File: config.mk
export PLATFORM = sky130hd
export DESIGN_NAME = tcp_client_connection_tracker
export DESIGN_NICKNAME = d
export VERILOG_FILES = /design/src/design/tcct_pkg.sv /design/src/design/tcct_fifo.sv /design/src/design/tcct_front.sv /design/src/design/tcct_back.sv /design/src/design/tcp_client_connection_tracker.sv
export SDC_FILE = /design/constraint.sdc
export NUM_CORES = 1
export LEC_CHECK = 0
export BUFFER_PORTS_ARGS = -buffer_cell sky130_fd_sc_hd__buf_2
export CAP_MARGIN = 15
export CELL_PAD_IN_SITES_DETAIL_PLACEMENT = 1
export CELL_PAD_IN_SITES_GLOBAL_PLACEMENT = 1
export CORE_ASPECT_RATIO = 0.5
export CORE_UTILIZATION = 45
export DETAILED_ROUTE_END_ITERATION = 10
export PLACE_DENSITY_LB_ADDON = 0.1
export SETUP_SLACK_MARGIN = 0.1
export SKIP_CTS_REPAIR_TIMING = 1
export SLEW_MARGIN = 20
export SYNTH_ARGS = -nofsm -noshare
export SYNTH_HDL_FRONTEND = slang
export SYNTH_SLANG_ARGS = --single-unit
File: constraint.sdc
create_clock -name clk -period 5.79 [get_ports clk]
set_input_delay 0.2895 -clock clk [delete_from_list [all_inputs] [get_ports clk]]
set_output_delay 0.2895 -clock clk [all_outputs]
set_load 0.05 [all_outputs]
File: src/design/tcct_pkg.sv
// shared types, codes and constants of the tcp client connection tracker
package tcct_pkg;

	localparam int QUEUE_DEPTH = 2;

	localparam logic [31:0] LOCAL_SEQ_RESET = 32'd1000;
	localparam logic [15:0] MIN_HEADER_BYTES = 16'd20;

	localparam logic [1:0] ST_NONE        = 2'd0;
	localparam logic [1:0] ST_SYN_SENT    = 2'd1;
	localparam logic [1:0] ST_ESTABLISHED = 2'd2;

	localparam logic MODE_CONNECT = 1'b0;
	localparam logic MODE_SEGMENT = 1'b1;

	localparam logic [3:0] V_OK             = 4'd0;
	localparam logic [3:0] V_SHORT          = 4'd1;
	localparam logic [3:0] V_RESET          = 4'd2;
	localparam logic [3:0] V_NO_SYNACK      = 4'd3;
	localparam logic [3:0] V_FIN_SYNSENT    = 4'd4;
	localparam logic [3:0] V_SYNACK_PAYLOAD = 4'd5;
	localparam logic [3:0] V_BAD_ACK        = 4'd6;
	localparam logic [3:0] V_SYN_ESTAB      = 4'd7;
	localparam logic [3:0] V_OUT_OF_ORDER   = 4'd8;
	localparam logic [3:0] V_ILLEGAL_STATE  = 4'd9;
	localparam logic [3:0] V_BAD_OFFSET     = 4'd10;

	typedef struct packed {
		logic        mode;
		logic [31:0] seg_seq;
		logic [31:0] seg_ack;
		logic        flag_fin;
		logic        flag_syn;
		logic        flag_rst;
		logic        flag_ack;
		logic [3:0]  data_offset;
		logic [15:0] segment_length;
	} item_t;

	typedef struct packed {
		logic [3:0]  verdict;
		logic        send_valid;
		logic [31:0] send_seq;
		logic [31:0] send_ack_num;
		logic        send_syn;
		logic        send_ack_bit;
		logic        send_request;
		logic        deliver_payload;
		logic [15:0] pay_bytes;
		logic [1:0]  conn_state_out;
	} result_t;

	// classified beat handed from front to back
	typedef struct packed {
		logic        mode;
		logic [3:0]  pre_verdict;
		logic [31:0] seg_seq;
		logic [31:0] seg_ack;
		logic        flag_fin;
		logic        flag_syn;
		logic        flag_ack;
		logic [15:0] pay_len;
	} cls_t;

endpackage

File: src/design/tcct_fifo.sv
// small synchronous queue with registered storage
module tcct_fifo #(
	parameter int WIDTH = 1,
	parameter int DEPTH = tcct_pkg::QUEUE_DEPTH
) (
	input  logic             clk,
	input  logic             arst_n,
	input  logic             wr_en,
	input  logic [WIDTH-1:0] wr_data,
	output logic             full,
	input  logic             rd_en,
	output logic [WIDTH-1:0] rd_data,
	output logic             empty
);

	localparam int AW = (DEPTH > 1) ? $clog2(DEPTH) : 1;
	localparam int CW = $clog2(DEPTH + 1);
	localparam logic [AW-1:0] LAST = AW'(DEPTH - 1);
	localparam logic [CW-1:0] FULL_COUNT = CW'(DEPTH);

	logic [WIDTH-1:0] mem_q [DEPTH];
	logic [AW-1:0]    wr_ptr_q;
	logic [AW-1:0]    rd_ptr_q;
	logic [CW-1:0]    count_q;
	logic             do_wr;
	logic             do_rd;

	assign full    = (count_q == FULL_COUNT);
	assign empty   = (count_q == '0);
	assign do_wr   = wr_en && !full;
	assign do_rd   = rd_en && !empty;
	assign rd_data = mem_q[rd_ptr_q];

	always_ff @(posedge clk) begin
		if (do_wr) begin
			mem_q[wr_ptr_q] <= wr_data;
		end
	end

	always_ff @(posedge clk or negedge arst_n) begin
		if (!arst_n) begin
			wr_ptr_q <= '0;
			rd_ptr_q <= '0;
			count_q  <= '0;
		end else begin
			if (do_wr) begin
				wr_ptr_q <= (wr_ptr_q == LAST) ? '0 : wr_ptr_q + 1'b1;
			end
			if (do_rd) begin
				rd_ptr_q <= (rd_ptr_q == LAST) ? '0 : rd_ptr_q + 1'b1;
			end
			if (do_wr && !do_rd) begin
				count_q <= count_q + 1'b1;
			end else if (do_rd && !do_wr) begin
				count_q <= count_q - 1'b1;
			end
		end
	end

endmodule

File: src/design/tcct_front.sv
// front end: stateless length, offset and reset checks, payload length
module tcct_front (
	input  tcct_pkg::item_t item,
	output tcct_pkg::cls_t  cls
);

	logic [15:0] off_bytes;

	assign off_bytes = {10'd0, item.data_offset, 2'b00};

	always_comb begin
		cls.mode     = item.mode;
		cls.seg_seq  = item.seg_seq;
		cls.seg_ack  = item.seg_ack;
		cls.flag_fin = item.flag_fin;
		cls.flag_syn = item.flag_syn;
		cls.flag_ack = item.flag_ack;
		cls.pay_len  = item.segment_length - off_bytes;
		if (item.mode == tcct_pkg::MODE_CONNECT) begin
			cls.pre_verdict = tcct_pkg::V_OK;
		end else if (item.segment_length < tcct_pkg::MIN_HEADER_BYTES) begin
			cls.pre_verdict = tcct_pkg::V_SHORT;
		end else if (off_bytes > item.segment_length) begin
			cls.pre_verdict = tcct_pkg::V_BAD_OFFSET;
		end else if (item.flag_rst) begin
			cls.pre_verdict = tcct_pkg::V_RESET;
		end else begin
			cls.pre_verdict = tcct_pkg::V_OK;
		end
	end

endmodule

File: src/design/tcct_back.sv
// back end: connection state, sequence tracking and response building
module tcct_back (
	input  logic              clk,
	input  logic              arst_n,
	input  logic              go,
	input  tcct_pkg::cls_t    cls,
	output tcct_pkg::result_t res
);

	logic [1:0]  state_q;
	logic [31:0] local_seq_q;
	logic [31:0] remote_seq_q;

	logic [1:0]  state_d;
	logic [31:0] local_seq_d;
	logic [31:0] remote_seq_d;
	logic [31:0] virt_len;

	assign virt_len = {16'd0, cls.pay_len} + {31'd0, cls.flag_fin};

	always_comb begin
		state_d      = state_q;
		local_seq_d  = local_seq_q;
		remote_seq_d = remote_seq_q;
		res          = '0;
		res.verdict  = tcct_pkg::V_OK;
		if (cls.mode == tcct_pkg::MODE_CONNECT) begin
			state_d        = tcct_pkg::ST_SYN_SENT;
			res.send_valid = 1'b1;
			res.send_seq   = local_seq_q;
			res.send_syn   = 1'b1;
		end else if (cls.pre_verdict != tcct_pkg::V_OK) begin
			res.verdict = cls.pre_verdict;
		end else begin
			case (state_q)
				tcct_pkg::ST_SYN_SENT: begin
					if (!cls.flag_syn || !cls.flag_ack) begin
						res.verdict = tcct_pkg::V_NO_SYNACK;
					end else if (cls.flag_fin) begin
						res.verdict = tcct_pkg::V_FIN_SYNSENT;
					end else if (cls.pay_len != '0) begin
						res.verdict = tcct_pkg::V_SYNACK_PAYLOAD;
					end else if (cls.seg_ack != local_seq_q + 32'd1) begin
						res.verdict = tcct_pkg::V_BAD_ACK;
					end else begin
						local_seq_d         = cls.seg_ack;
						remote_seq_d        = cls.seg_seq + 32'd1;
						state_d             = tcct_pkg::ST_ESTABLISHED;
						res.send_valid      = 1'b1;
						res.send_seq        = cls.seg_ack;
						res.send_ack_num    = cls.seg_seq + 32'd1;
						res.send_ack_bit    = 1'b1;
						res.send_request    = 1'b1;
						res.deliver_payload = 1'b1;
					end
				end
				tcct_pkg::ST_ESTABLISHED: begin
					if (cls.flag_syn) begin
						res.verdict = tcct_pkg::V_SYN_ESTAB;
					end else if (cls.seg_seq != remote_seq_q) begin
						res.verdict = tcct_pkg::V_OUT_OF_ORDER;
					end else begin
						if (cls.flag_ack) begin
							local_seq_d = cls.seg_ack;
						end
						remote_seq_d = cls.seg_seq + virt_len;
						if (virt_len != '0) begin
							res.send_valid   = 1'b1;
							res.send_seq     = local_seq_d;
							res.send_ack_num = remote_seq_d;
							res.send_ack_bit = 1'b1;
						end
						res.deliver_payload = 1'b1;
						res.pay_bytes       = cls.pay_len;
					end
				end
				default: begin
					res.verdict = tcct_pkg::V_ILLEGAL_STATE;
				end
			endcase
		end
		res.conn_state_out = state_d;
	end

	always_ff @(posedge clk or negedge arst_n) begin
		if (!arst_n) begin
			state_q      <= tcct_pkg::ST_NONE;
			local_seq_q  <= tcct_pkg::LOCAL_SEQ_RESET;
			remote_seq_q <= '0;
		end else if (go) begin
			state_q      <= state_d;
			local_seq_q  <= local_seq_d;
			remote_seq_q <= remote_seq_d;
		end
	end

endmodule

File: src/design/tcp_client_connection_tracker.sv
// top level of the tcp client connection tracker
// usage
//  - input channel is a queue write port: a beat (connect command or parsed
//    segment header) is taken at a rising edge with push high and full low
//  - result channel is a queue read port: the oldest result sits on result
//    while empty is low and leaves at an edge with pop high
//  - every input beat gives exactly one result beat, in order
// structure
//  - front: stateless checks (short segment, bad offset, rst) and payload
//    length, written straight into a short classified-beat queue
//  - back: pops that queue whenever the result queue has room, applies the
//    connection state machine and sequence updates, pushes the result
// timing
//  - a beat reaches the result ports through the classified queue, then the result queue
//  - throughput one beat per cycle while the result queue has room, set by the combinational back end update
// reset and stall
//  - arst_n empties both queues and returns to no connection, local
//    sequence 1000, remote sequence 0
//  - while pop stays low the result queue fills, the back end halts and then
//    full rises once the classified queue is full too
module tcp_client_connection_tracker #(
	parameter int QUEUE_DEPTH = tcct_pkg::QUEUE_DEPTH
) (
	input  logic              clk,
	input  logic              arst_n,
	input  logic              push,
	output logic              full,
	input  tcct_pkg::item_t   item,
	input  logic              pop,
	output logic              empty,
	output tcct_pkg::result_t result
);

	localparam int CLS_W = $bits(tcct_pkg::cls_t);
	localparam int RES_W = $bits(tcct_pkg::result_t);

	tcct_pkg::cls_t    cls_in;
	tcct_pkg::cls_t    cls_out;
	tcct_pkg::result_t res_new;
	logic              mid_empty;
	logic              res_full;
	logic              back_go;

	// classify the incoming beat
	tcct_front u_front (
		.item (item),
		.cls  (cls_in)
	);

	// queue between front and back
	tcct_fifo #(
		.WIDTH (CLS_W),
		.DEPTH (QUEUE_DEPTH)
	) u_mid_q (
		.clk     (clk),
		.arst_n  (arst_n),
		.wr_en   (push),
		.wr_data (cls_in),
		.full    (full),
		.rd_en   (back_go),
		.rd_data (cls_out),
		.empty   (mid_empty)
	);

	// back end runs only when it has a beat and somewhere to put the result
	assign back_go = !mid_empty && !res_full;

	tcct_back u_back (
		.clk    (clk),
		.arst_n (arst_n),
		.go     (back_go),
		.cls    (cls_out),
		.res    (res_new)
	);

	// result queue, parts the back end from the receiver
	tcct_fifo #(
		.WIDTH (RES_W),
		.DEPTH (QUEUE_DEPTH)
	) u_res_q (
		.clk     (clk),
		.arst_n  (arst_n),
		.wr_en   (back_go),
		.wr_data (res_new),
		.full    (res_full),
		.rd_en   (pop),
		.rd_data (result),
		.empty   (empty)
	);

endmodule
==> results.tsv <==
stage	metric	value	unit
outcome	outcome	finished, final reports clean	
finish	fin cells	2649	
floorplan	Rows	56	
critical_path	Worst R2R Start	u_mid_q.rd_ptr_q	
finish	share of cells above drive strength 1	24.47	%
finish	Final nets	2102	
sta	Slew HR	24.60	%
clock_tree	Clk pin slew, worst setup/hold paths	60	ps
route	drt wl/cell	23.16	um
min_path	worst hold-check path type	input pin to register	
route	via count	14870	
synth	EDFF count, synth	356	
synth	Mapped Avg Cell Area	12.86	um^2
place	routability congestion estimate	0.8988	
synth	xor and xnor area share after synthesis	6.104	%
synth	main combinational cell family by area after synthesis	multiplexers	
grt	first-pass GRT wire length	91.48	mm
synth	Synth Area in Compound Gates	7.887	%
clock_tree	Root Buffer	clkbuf_16	
min_path	hold path cells	3	
sta	Final Hold Fails	0	
synth	Synth Area in Simple Gates	10.70	%
finish	post-route cell area	0.02572	mm^2
sta	Worst Tran Pin Value	1131	ps
critical_path	Max stage delay on crit path	610	ps
grt	GRT Util Overall	24.28	%
sta	Final Max Slew Viols	0	
critical_path	Most Frequent Cell on Critical Path	ha_1	
sta	post-route setup slack	532.3	ps
clock_tree	Clock Latency Late Sink	560	ps
synth	Mapped Area	0.02189	mm^2
clock_tree	Num CTS Buffers	42	
critical_path	critical path class	register to register	
grt	global route overflow	0	
floorplan	Initial Util	46.15	%
grt	vias in the first global route	15320	
place	Inst Count DP	2500	
power	LEAKAGE	9.342	nW
grt	largest net degree at the start of global routing	70	
synth	Post-synth top cells	edfxtp_1 (356), mux2_2 (139), xnor2_1 (117)	
route	Routed Antenna Nets	0	
critical_path	Crit path required time	6080	ps
critical_path	Reg2Reg Depth	18	
floorplan	chip height	158.0	um
route	drt drc	0	
sta	minimum clock period	5258	ps
clock_tree	worst-case clock buffer depth	3	
place	PortBufs	185	
finish	Inserted Diodes	0	
floorplan	chip width	313.9	um
floorplan	area of the core	0.04744	mm^2
critical_path	Critical Path End	u_res_q.mem_q[0][45]	
route	DRT Pass-1 Iters	5	
critical_path	CP arrival	5550	ps
route	Avg Vias per Cell	5.613	
synth	top-count cell post-synth	edfxtp_1	
power	power consumption	14.67	mW
clock_tree	CTS Sinks	430	
clock_tree	CTS H-Tree Depth	2	
floorplan	Die Area	0.04959	mm^2
synth	Yosys top cell by area	edfxtp_1	
sta	setup_tns	0	ps
place	pre-CTS setup slack	594.3	ps
flow_run	maxcap violations	0	
critical_path	worst setup path startpoint	u_mid_q.rd_ptr_q	
critical_path	r2r setup slk	530	ps
floorplan	I/O pins	186	
sta	Layout Skew	27.69	ps
synth	syn_nets	1828	
critical_path	crit-path cells	mux2_2, ha_1, ha_1, inv_1, a211o_1, or3_1, and2_1, ha_1, o21a_1, o2111a_1, a311oi_2, a21oi_1, a221oi_2, buf_4, or2_2, nor2_1, a221o_1, o31a_1	
synth	multiplexer area fraction after synthesis	12.80	%
sta	Finish-stage setup viols	0	
synth	Post-Synth Adder-Cell Area	1.897	%
place	HPWL reported at the end of detailed placement	43.38	mm
sta	Final Cycle Share	90.81	%
critical_path	R2R Path End	u_res_q.mem_q[0][45]	
sta	Fmax	0.1902	GHz
synth	number of synthesized register bits	430	
synth	Syn. warnings	0	
synth	post-synthesis sequential area ratio	57.32	%
sta	worst hold margin	103.6	ps
synth	Synth top area share	48.83	%
finish	P&R area growth vs syn	17.47	%
power	Pwr per Cell Area	570.5	mW/mm^2
finish	Final Util	54.22	%
critical_path	Crit-path slowest cell	dfrtp_4	
power	VDD IR max	0.3340	mV
synth	Synth cell types	99	
finish	fillers	4784	
route	Starting DRT DRC Count	914	
synth	post-synthesis instance total	1703	
critical_path	startpoint types	register	
synth	Post-synth top flop	edfxtp_1	
grt	antenna violations before repair	0	
critical_path	CP endpoint kind	register	
synth	Synth area leaders	edfxtp_1 (49%), dfrtp_1 (7.8%), mux2_2 (7.1%)	
clock_tree	CTS tree	built	
place	Post-DP Area	0.02359	mm^2
sta	RSZ-0062 raised after global routing	false	
critical_path	Crit Path Max Fanout	24	
route	final WL	61.34	mm
synth	ys async rst share	17.21	%
## layer usage
| layer | global-route usage [%] | wire, um |
|---|---|---|
| met1 | 32.77 | 27920 |
| met2 | 42.44 | 30370 |
| met3 | 3.301 | 2269 |
| met4 | 4.088 | 784 |
| met5 | 0 | 0 |
## cells in the final DEF, fill, tap and decap left out, drive strengths merged, types with 31 or more instances in the layout
master / n
clkbuf: 58
buf: 228
nand3: 41
mux2: 140
mux2i: 115
xnor2: 117
nor3: 36
o21ai: 83
inv: 73
dlygate4sd3: 71
dfrtp: 68
nand2: 108
xor2: 33
nand4: 31
nor2: 87
edfxtp: 356
a21oi: 43
## logic make-up after synthesis
group,Yosys count
AOI/OAI and AO/OA,255
muxes,255
xor gates and xnor gates,151
adders and majority gates,32
and+or+nand+nor,439
buffers and inverters,141
DFF,430
## final cells by class
type,instances,area (um^2),share of cell area [%]
flip-flops and latches,430,12560,48.82
clock inverters,20,196.4,0.7638
multi-input cells,1132,8662,33.68
repair buffers,299,2019,7.852
inverters,72,270.3,1.051
well taps,638,798.3,3.104
clock buffers,58,1215,4.724
## state kept, by name, summed over array words and instances, names as in the netlist
| signal | flops |
|---|---|
| u_back.local_seq_q | 32 |
| u_back.remote_seq_q | 32 |
| u_back.state_q | 2 |
| u_mid_q.count_q | 2 |
| u_mid_q.mem_q | 174 |
| u_mid_q.rd_ptr_q | 1 |
| u_mid_q.wr_ptr_q | 1 |
| u_res_q.count_q | 2 |
| u_res_q.mem_q | 182 |
| u_res_q.rd_ptr_q | 1 |
| u_res_q.wr_ptr_q | 1 |
## critical path, delay by kind of cell (launching register included)
family,cells,cell delay [ps]
AO/OA/AOI/OAI,8,2160
adder cells (fa/ha/maj),3,730
buffers and inverters,2,290
flip-flops,1,610
multiplexers,1,420
AND/OR/NAND/NOR,4,790
## power by group
group,switching [mW],internal [mW]
registers,0.422,4.57
logic,4.69,2.17
clock network,1.21,1.62
## worst min path at each step
stage	slack [ps]	start	to
floorplan	-6	arst_n	u_back.local_seq_q[0]
detailed placement	240	arst_n	u_back.local_seq_q[28]
global placement	240	arst_n	u_back.local_seq_q[28]
finish	100	pop	u_res_q.rd_ptr_q
global route	80	item[14]	u_mid_q.mem_q[0][14]
CTS	-360	arst_n	u_back.local_seq_q[22]
(Power assumes the default switching activity.)
